**src/rdcs_pkg.sv**
```systemverilog
// Package for the row density change splitter.
// Holds field widths, register codes, reset values and the sequencer state type.
// No dependencies.
package rdcs_pkg;

  localparam int IN_W      = 32;  // row_count_nnz field
  localparam int ROW_W     = 32;  // boundary_row field and row index
  localparam int SUM_W     = 36;  // saturating window sum
  localparam int RATE_W    = 16;  // split_rate, Q8.8
  localparam int WIN_W     = 5;   // window_size register
  localparam int FRAC_BITS = 8;   // fraction bits of split_rate
  localparam int CFG_IDX_W = 1;

  localparam logic [CFG_IDX_W-1:0] REG_WINDOW_SIZE = 1'b0;
  localparam logic [CFG_IDX_W-1:0] REG_SPLIT_RATE  = 1'b1;

  localparam logic [WIN_W-1:0]  WIN_RESET  = 5'd4;
  localparam logic [RATE_W-1:0] RATE_RESET = 16'd512;

  typedef enum logic [2:0] {
    ST_IDLE,
    ST_SUM,
    ST_MUL_CN,
    ST_MUL_CNR,
    ST_MUL_SR,
    ST_DECIDE,
    ST_EMIT_SPLIT,
    ST_EMIT_FIN
  } state_t;

endpackage

```
**src/row_density_change_splitter_unit.sv**
```systemverilog
// Row density change splitter: top level with its sequencer and shared multiplier.
// Depends on rdcs_pkg and rdcs_ram (history ring).
//
// Usage: each input beat (s_tdata = row nonzero count, s_tlast = last row of the
// matrix) is compared with the average of the counts held in its window. A row
// whose count falls below avg/rate or rises above avg*rate starts a new block and
// produces an output beat carrying its row index (m_tuser = 0). The last row adds
// a beat with the total row count (m_tuser = 1). m_tlast marks the last beat that
// an input row causes. A row that neither splits nor ends the matrix gives no beat.
// For each row the sum reads n ring entries, where n (1 to window_size-1, clipped
// to [1, MAX_WINDOW-1]) is the number of held counts; it reads one ring entry
// per cycle through the single RAM read port, then the one multiplier (16-bit b input)
// runs three passes (count*n, *rate, sum*rate). s_tready is high only between rows.
// Output goes through one register; a stalled receiver holds the sequencer in its
// emit step, while a row may still be accepted with the last beat waiting.
// Reset (synchronous, rst high) empties the window to zero padding, clears the
// row index, and sets window_size = 4 and split_rate = 2.0; after the last row
// the window and row index return to that state, registers keep their values.
// Configuration (cfg_we, cfg_index, cfg_data) is written only between rows.
module row_density_change_splitter_unit #(
  parameter int MAX_WINDOW  = 16,
  parameter int COUNT_WIDTH = 32
) (
  input  logic                              clk,
  input  logic                              rst,
  // input rows
  input  logic                              s_tvalid,
  output logic                              s_tready,
  input  logic [rdcs_pkg::IN_W-1:0]         s_tdata,   // [31:0] row_count_nnz
  input  logic                              s_tlast,   // final_row
  // output boundaries
  output logic                              m_tvalid,
  input  logic                              m_tready,
  output logic [rdcs_pkg::ROW_W-1:0]        m_tdata,   // [31:0] boundary_row
  output logic                              m_tuser,   // [0] is_terminal
  output logic                              m_tlast,   // run_end
  // configuration
  input  logic                              cfg_we,
  input  logic [rdcs_pkg::CFG_IDX_W-1:0]    cfg_index,
  input  logic [rdcs_pkg::RATE_W-1:0]       cfg_data
);

  import rdcs_pkg::*;

  localparam int HW         = $clog2(MAX_WINDOW);
  localparam int RING_DEPTH = MAX_WINDOW - 1;
  localparam int PW         = (RING_DEPTH > 1) ? $clog2(RING_DEPTH) : 1;
  localparam int CN_W       = COUNT_WIDTH + HW;
  localparam int MUL_A_W    = (CN_W > SUM_W) ? CN_W : SUM_W;
  localparam int MUL_P_W    = MUL_A_W + RATE_W;

  // effective window size minus one, clipped to [1, MAX_WINDOW-1]
  function automatic logic [HW-1:0] wm1_of(input logic [WIN_W-1:0] w);
    logic [HW-1:0] r;
    if (w < WIN_W'(2)) begin
      r = HW'(1);
    end else if (32'(w) > MAX_WINDOW) begin
      r = HW'(MAX_WINDOW - 1);
    end else begin
      r = HW'(w - WIN_W'(1));
    end
    return r;
  endfunction

  state_t state, state_next;

  // configuration
  logic [WIN_W-1:0]  window_size;
  logic [RATE_W-1:0] split_rate;

  // stream state
  logic [PW-1:0]         ring_pointer;
  logic [RING_DEPTH-1:0] ring_valid;
  logic [HW-1:0]         held_count;
  logic [ROW_W-1:0]      row_index;

  // per-row work registers
  logic [COUNT_WIDTH-1:0] cur_count;
  logic                   cur_final;
  logic [HW-1:0]          n_q;
  logic [HW-1:0]          k;
  logic [PW-1:0]          rd_ptr;
  logic                   rd_pend;
  logic                   rd_valid;
  logic [SUM_W-1:0]       sum_acc;
  logic [CN_W-1:0]        cn;
  logic [CN_W+RATE_W-1:0] cnr;
  logic [SUM_W+RATE_W-1:0] sr;

  // ring RAM
  logic [COUNT_WIDTH-1:0] ring_rdata;

  // sequencer outputs
  logic               accept;
  logic               out_free;
  logic               out_load;
  logic [ROW_W-1:0]   out_row;
  logic               out_term;
  logic               out_last;
  logic [MUL_A_W-1:0] mul_a;
  logic [RATE_W-1:0]  mul_b;
  logic [MUL_P_W-1:0] mul_p;

  // combinational helpers
  logic [HW-1:0]     wm1;
  logic [HW-1:0]     held_min;
  logic [HW-1:0]     n_start;
  logic [HW:0]       n_inc;
  logic [HW-1:0]     held_grow;
  logic [SUM_W:0]    sum_add;
  logic [MUL_P_W-1:0] below_lhs, below_rhs, above_lhs, above_rhs;
  logic              split;

  assign wm1      = wm1_of(window_size);
  assign held_min = (held_count < wm1) ? held_count : wm1;
  assign n_start  = (held_min == '0) ? HW'(1) : held_min;
  assign n_inc    = {1'b0, n_q} + (HW+1)'(1);
  assign held_grow = (n_inc < {1'b0, wm1}) ? n_inc[HW-1:0] : wm1;

  // unused padding slots read as zero
  assign sum_add = {1'b0, sum_acc}
                 + (SUM_W+1)'(rd_valid ? ring_rdata : '0);

  assign mul_p = mul_a * mul_b;

  // c*n*R < S*256 or c*n*256 > S*R
  assign below_lhs = MUL_P_W'(cnr);
  assign below_rhs = MUL_P_W'(sum_acc) << FRAC_BITS;
  assign above_lhs = MUL_P_W'(cn) << FRAC_BITS;
  assign above_rhs = MUL_P_W'(sr);
  assign split     = (below_lhs < below_rhs) || (above_lhs > above_rhs);

  assign out_free = !m_tvalid || m_tready;

  rdcs_ram #(
    .WIDTH (COUNT_WIDTH),
    .DEPTH (RING_DEPTH)
  ) u_ring (
    .clk   (clk),
    .we    (state == ST_DECIDE),
    .waddr (ring_pointer),
    .wdata (cur_count),
    .raddr (rd_ptr),
    .rdata (ring_rdata)
  );

  // next state
  always_comb begin
    state_next = state;
    unique case (state)
      ST_IDLE:       if (s_tvalid) state_next = ST_SUM;
      ST_SUM:        if (k == n_q) state_next = ST_MUL_CN;
      ST_MUL_CN:     state_next = ST_MUL_CNR;
      ST_MUL_CNR:    state_next = ST_MUL_SR;
      ST_MUL_SR:     state_next = ST_DECIDE;
      ST_DECIDE: begin
        if (split) begin
          state_next = ST_EMIT_SPLIT;
        end else if (cur_final) begin
          state_next = ST_EMIT_FIN;
        end else begin
          state_next = ST_IDLE;
        end
      end
      ST_EMIT_SPLIT: if (out_free) state_next = cur_final ? ST_EMIT_FIN : ST_IDLE;
      ST_EMIT_FIN:   if (out_free) state_next = ST_IDLE;
      default:       state_next = ST_IDLE;
    endcase
  end

  // sequencer outputs
  always_comb begin
    s_tready = 1'b0;
    out_load = 1'b0;
    out_row  = row_index;
    out_term = 1'b0;
    out_last = 1'b1;
    mul_a    = MUL_A_W'(cur_count);
    mul_b    = RATE_W'(n_q);
    unique case (state)
      ST_IDLE:    s_tready = 1'b1;
      ST_MUL_CN: begin
        mul_a = MUL_A_W'(cur_count);
        mul_b = RATE_W'(n_q);
      end
      ST_MUL_CNR: begin
        mul_a = MUL_A_W'(cn);
        mul_b = split_rate;
      end
      ST_MUL_SR: begin
        mul_a = MUL_A_W'(sum_acc);
        mul_b = split_rate;
      end
      ST_EMIT_SPLIT: begin
        out_load = out_free;
        out_row  = row_index;
        out_last = !cur_final;
      end
      ST_EMIT_FIN: begin
        out_load = out_free;
        out_row  = row_index + ROW_W'(1);
        out_term = 1'b1;
      end
      default: ;
    endcase
  end

  assign accept = s_tvalid && s_tready;

  // control and stream state
  always_ff @(posedge clk) begin
    if (rst) begin
      state        <= ST_IDLE;
      window_size  <= WIN_RESET;
      split_rate   <= RATE_RESET;
      ring_pointer <= '0;
      ring_valid   <= '0;
      held_count   <= wm1_of(WIN_RESET);
      row_index    <= '0;
      m_tvalid     <= 1'b0;
      rd_pend      <= 1'b0;
    end else begin
      state <= state_next;

      if (out_load) begin
        m_tvalid <= 1'b1;
      end else if (m_tready) begin
        m_tvalid <= 1'b0;
      end

      rd_pend <= (state == ST_SUM) && (k != n_q);

      unique case (state)
        ST_IDLE: begin
          if (cfg_we) begin
            unique case (cfg_index)
              REG_WINDOW_SIZE: begin
                window_size <= cfg_data[WIN_W-1:0];
                if (row_index == '0) begin
                  held_count <= wm1_of(cfg_data[WIN_W-1:0]);
                end
              end
              REG_SPLIT_RATE: split_rate <= cfg_data;
              default: ;
            endcase
          end
        end
        ST_DECIDE: begin
          ring_valid[ring_pointer] <= 1'b1;
          ring_pointer <= (ring_pointer == PW'(RING_DEPTH - 1)) ? '0
                                                                : ring_pointer + PW'(1);
          held_count   <= split ? HW'(1) : held_grow;
          if (!split && !cur_final) begin
            row_index <= row_index + ROW_W'(1);
          end
        end
        ST_EMIT_SPLIT: begin
          if (out_free && !cur_final) begin
            row_index <= row_index + ROW_W'(1);
          end
        end
        ST_EMIT_FIN: begin
          if (out_free) begin
            ring_pointer <= '0;
            ring_valid   <= '0;
            held_count   <= wm1;
            row_index    <= '0;
          end
        end
        default: ;
      endcase
    end
  end

  // per-row datapath
  always_ff @(posedge clk) begin
    if (accept) begin
      cur_count <= s_tdata[COUNT_WIDTH-1:0];
      cur_final <= s_tlast;
      n_q       <= n_start;
      k         <= '0;
      sum_acc   <= '0;
      rd_ptr    <= (ring_pointer == '0) ? PW'(RING_DEPTH - 1) : ring_pointer - PW'(1);
    end
    if (state == ST_SUM) begin
      // walk back from the newest count, one RAM read per cycle
      if (k != n_q) begin
        k      <= k + HW'(1);
        rd_ptr <= (rd_ptr == '0) ? PW'(RING_DEPTH - 1) : rd_ptr - PW'(1);
      end
    end
    rd_valid <= ring_valid[rd_ptr];
    if (rd_pend) begin
      sum_acc <= sum_add[SUM_W] ? {SUM_W{1'b1}} : sum_add[SUM_W-1:0];
    end
    if (state == ST_MUL_CN)  cn  <= mul_p[CN_W-1:0];
    if (state == ST_MUL_CNR) cnr <= mul_p[CN_W+RATE_W-1:0];
    if (state == ST_MUL_SR)  sr  <= mul_p[SUM_W+RATE_W-1:0];
    if (out_load) begin
      m_tdata <= out_row;
      m_tuser <= out_term;
      m_tlast <= out_last;
    end
  end

  // assertions
  a_held_nonzero: assert property (@(posedge clk) disable iff (rst)
    held_count != '0)
    else $error("held count reached zero");

  a_sum_bound: assert property (@(posedge clk) disable iff (rst)
    state == ST_SUM |-> k <= n_q)
    else $error("window sum read past held count");

  a_ptr_range: assert property (@(posedge clk) disable iff (rst)
    32'(ring_pointer) < RING_DEPTH)
    else $error("ring pointer out of range");

  a_no_overwrite: assert property (@(posedge clk) disable iff (rst)
    m_tvalid && !m_tready |-> !out_load)
    else $error("output beat overwritten while stalled");

  a_term_last: assert property (@(posedge clk) disable iff (rst)
    m_tvalid && m_tuser |-> m_tlast)
    else $error("terminal beat without run end");

  a_sum_drained: assert property (@(posedge clk) disable iff (rst)
    state == ST_MUL_CN |-> !rd_pend)
    else $error("multiply started before sum complete");

endmodule

```
**src/rdcs_ram.sv**
```systemverilog
// Generic single-port-write, single-port-read RAM with registered read data.
// No dependencies.
module rdcs_ram #(
  parameter int WIDTH = 32,
  parameter int DEPTH = 15
) (
  input  logic                                     clk,
  input  logic                                     we,
  input  logic [(DEPTH > 1 ? $clog2(DEPTH) : 1)-1:0] waddr,
  input  logic [WIDTH-1:0]                         wdata,
  input  logic [(DEPTH > 1 ? $clog2(DEPTH) : 1)-1:0] raddr,
  output logic [WIDTH-1:0]                         rdata
);

  logic [WIDTH-1:0] mem [DEPTH];

  always_ff @(posedge clk) begin
    if (we) begin
      mem[waddr] <= wdata;
    end
    rdata <= mem[raddr];
  end

endmodule
```
**config.mk**
```make
export PLATFORM = sky130hd
export DESIGN_NAME = row_density_change_splitter_unit
export DESIGN_NICKNAME = d
export VERILOG_FILES = /design/src/rdcs_pkg.sv /design/src/row_density_change_splitter_unit.sv /design/src/rdcs_ram.sv
export SDC_FILE = /design/constraint.sdc
export NUM_CORES = 2
export LEC_CHECK = 0
export BUFFER_PORTS_ARGS = -buffer_cell sky130_fd_sc_hd__buf_2
export CAP_MARGIN = 20
export CORE_MARGIN = 3
export CORE_UTILIZATION = 30
export DETAILED_ROUTE_END_ITERATION = 10
export SETUP_SLACK_MARGIN = 0.1
export SYNTH_ARGS = -nofsm -noshare
export SYNTH_HDL_FRONTEND = slang
export SYNTH_SLANG_ARGS = --single-unit
export TNS_END_PERCENT = 20
```
**constraint.sdc**
```tcl
create_clock -name clk -period 16.6 [get_ports clk]
set_input_delay 0.83 -clock clk [delete_from_list [all_inputs] [get_ports clk]]
set_output_delay 0.83 -clock clk [all_outputs]
set_load 0.01 [all_outputs]
```
== Word level (Yosys, flattened, before mapping) ==
Memory sizes are Yosys's and may differ from the RTL's. A register that Yosys moved wholly into a read port is not among the register bits.
Index checks and enable logic that the tools add are counted.
Storage, ports and cells
  register bits: 337
  RAM bits: 480
  bits of input ports: 55
  output and inout bits: 36
  word-level logic and storage cells: 147
  memories kept: 1
Cells by class
  add/subtract/negate cells: 9
  multiply operators: 1
  order comparisons: 11
  equal/unequal tests: 19
  muxes and demuxes: 54
  bitwise logic cells: 2
  reductions and logical operators: 28
Memories
  u_ring.mem: depth 15, width 32, read ports 1, clocked after Yosys merged registers in 1, write ports 1, RTL line rdcs_ram.sv:15  | logic [WIDTH-1:0] mem [DEPTH];
Operators by type and width (number)
  2-to-1 mux 32 bit: 5
  2-to-1 mux 36 bit: 3
  one-hot mux 32 bit (3 select lines): 1
  2-to-1 mux 4 bit: 21
  one-hot mux 36 bit (2 select lines): 1
  greater-than comparator 44 x 52 -> 1 bit: 1
  < comparator 52 x 44 -> 1 bit: 1
  multiplier 36 x 16 -> 52 bit: 1
  adder 36 x 32 -> 37 bit: 1
  adder 32 x 1 -> 32 bit (second input constant): 1
  zero test 32 bit: 1
  one-hot mux 15 bit (2 select lines): 1
  one-hot mux 3 bit (8 select lines): 1
  2-to-1 mux 3 bit: 6
  != test 2 bit (second input constant): 9
  2-to-1 mux 16 bit: 1
  subtractor 4 x 1 -> 4 bit (second input constant): 4
  2-to-1 mux 15 bit: 1
  OR 15 bit: 1
  equality test 3 bit (second input constant): 4
  zero test 4 bit: 3
  one-hot mux 4 bit (3 select lines): 1
  greater-than comparator 5 bit (second input constant): 2
  < comparator 4 x 5 -> 1 bit (second input constant): 2
  other kinds (27): 51

== Logic depth before layout (Yosys ltp) ==
  depth in word-level cells: 7
  gate-level depth with buffers: 35

== Hierarchy ==
A second synthesis with hierarchy kept.
Unflattened totals
  cells, all modules: 4720
  area total of the unflattened synthesis: 54494.8 um^2
Modules (own cells, without submodules)
  row_density_change_splitter_unit: instances 1, cells each 3834, area each 35607.9 um^2, seq. area each 8978.6 um^2
  rdcs_ram: instances 1, cells each 886, area each 18886.9 um^2, seq. area each 15054.4 um^2

== Worst setup path after synthesis ==
OpenSTA, ideal clock, no wires.
  kind: register -> register
  start point: reg state[2]
  end point: reg sr[49] (netlist: above_rhs[49]), data pin
  library setup time: 0.191 ns
  data arrival time: 9.189 ns
  required time: 16.409 ns
  slack: 7.219 ns
  cell stages (with the launch flop): 29
  buffers on the path: 4
  clock period less this slack: 9.381 ns
  path through: dfxtp_1 -> clkbuf_1 -> inv_1 -> nor3_1 -> clkbuf_1 -> buf_1 -> a22o_1 -> nand2_1 -> fa_1 -> inv_1 -> fa_1 -> fa_1 -> fa_1 -> fa_1 -> inv_1 -> fa_1 -> inv_1 -> ha_1 -> clkbuf_2 -> nand4_1 -> nor2_1 -> nand3_1 -> o31ai_1 -> a211oi_1 -> o31a_1 -> o31a_1 -> o21ai_1 -> a21oi_1 -> a311oi_1
Between the ends
  longest elaborated chain between the ends: 4
Ends and longest elaborated chain
  start: declaration: RTL line row_density_change_splitter_unit.sv:65  | state_t state, state_next;
  start signal: assignment: RTL line row_density_change_splitter_unit.sv:223  | state <= state_next;
  equality test 3 x 2 -> 1 bit or equality test 3 bit (tied branches): RTL line row_density_change_splitter_unit.sv:180  | unique case (state)
  OR reduction 2 bit (no source line)
  2-to-1 mux 16 bit: RTL line row_density_change_splitter_unit.sv:180
  multiplier 36 x 16 -> 52 bit (*): RTL line row_density_change_splitter_unit.sv:124  | assign mul_p = mul_a * mul_b;
  named net mul_p[49]: RTL line row_density_change_splitter_unit.sv:102  | logic [MUL_P_W-1:0] mul_p;
  end signal: assignment: RTL line row_density_change_splitter_unit.sv:298  | if (state == ST_MUL_SR) sr <= mul_p[SUM_W+RATE_W-1:0];
  end: declaration: RTL line row_density_change_splitter_unit.sv:88  | logic [SUM_W+RATE_W-1:0] sr;
The timed path passes the listed nets; every way through them passes the cells marked *.
A chain may end at the register's enable or synchronous reset.

== Final worst setup path ==
  start point: reg state[1]
  end point: reg sr[43] (netlist: above_rhs[43]), data pin
The elaborated chain is that of the path after synthesis.

==> metrics.json <==
{
  "pre_cts_ws_ns": 6.47,
  "drt_iter0_drc": 3392,
  "critical-path-slowest-cell": "and3_4",
  "worstHoldPathType": "input pin to register",
  "worstSetupStartpoint": "state[1]$_SDFFE_PP0P_",
  "max_slew.worst_pin.slew_ns": 1.29,
  "max_freq_ghz": 0.0979,
  "cp.buffers_inverters": 6,
  "ctsResizeCount": 0,
  "pin_count_of_the_biggest_net_entering_global_routing": 104,
  "root_driver": "clkbuf_16",
  "post-route-min-period_ns": 10.21,
  "startpoint_type": "register",
  "yosys_warnings": 0,
  "area.growth.synth_to_final_pct": 11.3,
  "cts_setup_buffers": 0,
  "irDropWorstVdd_uv": 232,
  "dr_wl_met2_mm": 68.2,
  "powerDensity_nw_per_um2": 204,
  "design.die.area_um2": 185000,
  "synth.largest_area_cell": "edfxtp_1",
  "report.final.setup_viol": 0,
  "timing.final.ws_setup_ns": 6.39,
  "vias_per_cell": 5.02,
  "grt_antenna_before_repair": 7,
  "maxSlewViolCount": 0,
  "die_width_um": 430,
  "power.static_leakage_nw": 23.7,
  "finalCritPeriodShare_pct": 61.5,
  "syn_area_per_cell_um2": 11.9,
  "worst_hold_startpoint": "s_tdata[19]",
  "timing.rr.start": "state[1]$_SDFFE_PP0P_",
  "status": "finished, final reports clean",
  "grt_util_all_layers_pct": 16.2,
  "cts_buffers": 86,
  "mappedNetlistArea_um2": 54000,
  "post_route_cells_drive_above_1_share_pct": 10.2,
  "report.final.hold_viol_count": 0,
  "ant_nets": 0,
  "clk_latency_ns": 0.75,
  "crit_path_frequent_cell": "fa_1",
  "synth_edf_count": 719,
  "relative_slew_margins_pct": 14.0,
  "core_area_um2": 179000,
  "post-route-drc-count": 0,
  "drt-wirelength-per-cell_um": 21.4,
  "synthMostInstantiatedCell": "edfxtp_1",
  "vias_in_the_first_global_route": 36400,
  "synth_commonest_cells": "719 x edfxtp_1, 622 x inv_1, 488 x nand2_1",
  "synth_top_cell_area_share_pct": 40.0,
  "worst_clock_skew_ns": 0.102,
  "dr.pass1.iters": 6,
  "rsz_0062_raised_after_global_routing": "no",
  "rows": 155,
  "io_pins": 91,
  "clock_sink_count": 841,
  "aggregate_routed_wire_length_mm": 150,
  "cp_top_family": "adder cells",
  "syn_nets": 5331,
  "maxCapViolCount": 0,
  "h-tree-depth": 3,
  "place.port_buffers": 90,
  "cp_slowest_stage_delay_ns": 0.72,
  "half_perimeter_wire_length_after_placement_mm": 104,
  "synth-seq-area-share_pct": 44.5,
  "initial_utilization_pct": 30.2,
  "gr-total-overflow": 0,
  "gp_routability_congestion": 0.903,
  "postSynthCellCount": 4554,
  "holdBufCountCts": 0,
  "timing.critical_path.arrival_ns": 10.70,
  "synth-main-ff-cell": "edfxtp_1",
  "route.met3.wl_mm": 12.5,
  "die_h_um": 430,
  "synthDistinctLibCells": 74,
  "synth-async-reset-ratio_pct": 0,
  "grt_pass1_wl_mm": 229,
  "final_net_count": 5353,
  "critical_path.max_fanout": 50,
  "synth.area.top_cells": "edfxtp_1 40%, fa_1 18%, ha_1 5.7%, mux4_2 5.5%, dfxtp_1 4.5%",
  "crit_required_ns": 17.09,
  "clock_tree_from_tritoncts": "built",
  "vias": 35200,
  "critPathCaptureType": "register",
  "route.top_layer_used": "met4",
  "setup_total_negative_slack_ns": 0,
  "setup.worst_path.class": "register to register",
  "m1WireLength_mm": 65.7,
  "yosys_register_bits": 841,
  "cts.reportedPaths.clkPinSlew_ns": 0.06,
  "largest_buffer_count_on_any_clock_path": 3
}
-- per-layer routing --
| layer | vias up | global-route usage, % |
|---|---|---|
| li1 | 15600 | - |
| met1 | 18200 | 22.7 |
| met2 | 1217 | 25.3 |
| met3 | 222 | 3.66 |
| met4 | 0 | 4.13 |
| met5 | - | 0 |
-- report_power, final --
group,switching (mW),total (mW),internal (mW)
Clock,0.866,2.01,1.15
Combinational,4.29,6.64,2.35
Sequential,0.376,3.58,3.20
-- sequential cells by signal, indices dropped and copies added, names as in the netlist, 15 cells and up --
register,cells
split_rate,16
m_tdata,32
ring_valid,15
u_ring.mem,480
row_index,32
below_lhs,44
cur_count,32
above_rhs,52
cn,36
u_ring.rdata,32
sum_acc,36
-- cell type report --
cell class                 count  area (um^2)
inverter                     622         2330
tap                         2355         2950
timing repair buffer         152          958
multi-input combinational   2873        26800
clock buffer                 120         2390
antenna                        2         5.00
clock inverter                41          562
sequential                   841        24000
fill                       17600       119000
-- cells in the final DEF (no fill, tap or decap), types with 80 or more instances in the layout --
cell type,count
and2_1,187
nor2_1,287
ha_1,247
a21oi_1,181
dfxtp_1,118
nand2_1,488
o21ai_0,122
fa_1,475
a21o_1,80
buf_2,90
edfxtp_1,719
mux4_2,132
inv_1,621
clkbuf_16,86
-- path summary, 6_finish.rpt --
path,endpoint,slack [ns],depth (start not counted)
max,above_rhs[43]$_DFFE_PN_,6.39,26
max reg2reg,above_rhs[43]$_DFFE_PN_,6.39,26
min reg2reg,ring_valid[0]$_SDFFE_PP0P_,0.47,2
min,cur_count[19]$_DFFE_PP_,0.30,1
-- cells by family (layout without fill, tap and decap cells) --
logic type | count (synthesis) | after routing | share of synthesized area, %
adder cells (fa/ha/maj) | 722 | 722 | 23.3
other | 0 | 2 | 0
flip-flops | 841 | 841 | 44.5
AO/OA/AOI/OAI | 613 | 613 | 7.23
multiplexers | 180 | 180 | 6.40
buffers and inverters | 840 | 935 | 5.88
XOR/XNOR | 112 | 112 | 1.82
AND/OR/NAND/NOR | 1246 | 1246 | 10.8
-- per-stage QoR --
| stage | cell area, um^2 | std cells | hold slack, ns | power (mW) | util [%] |
|---|---|---|---|---|---|
| after detailed placement | 57100 | 6842 | 0.461 | 10.1 | 32.0 |
| after global placement | 57100 | 6841 | 0.442 | 10.1 | 32.0 |
| after floorplan | 54000 | 4554 | 0.431 | 7.89 | - |
| after global routing | 60100 | 7004 | 0.256 | 13.1 | 33.6 |
| final | 60100 | 7006 | 0.296 | 12.2 | 33.6 |
| after CTS | 60100 | 7003 | 0.235 | 12.2 | 33.6 |
Power figures use the tool's default switching activity.
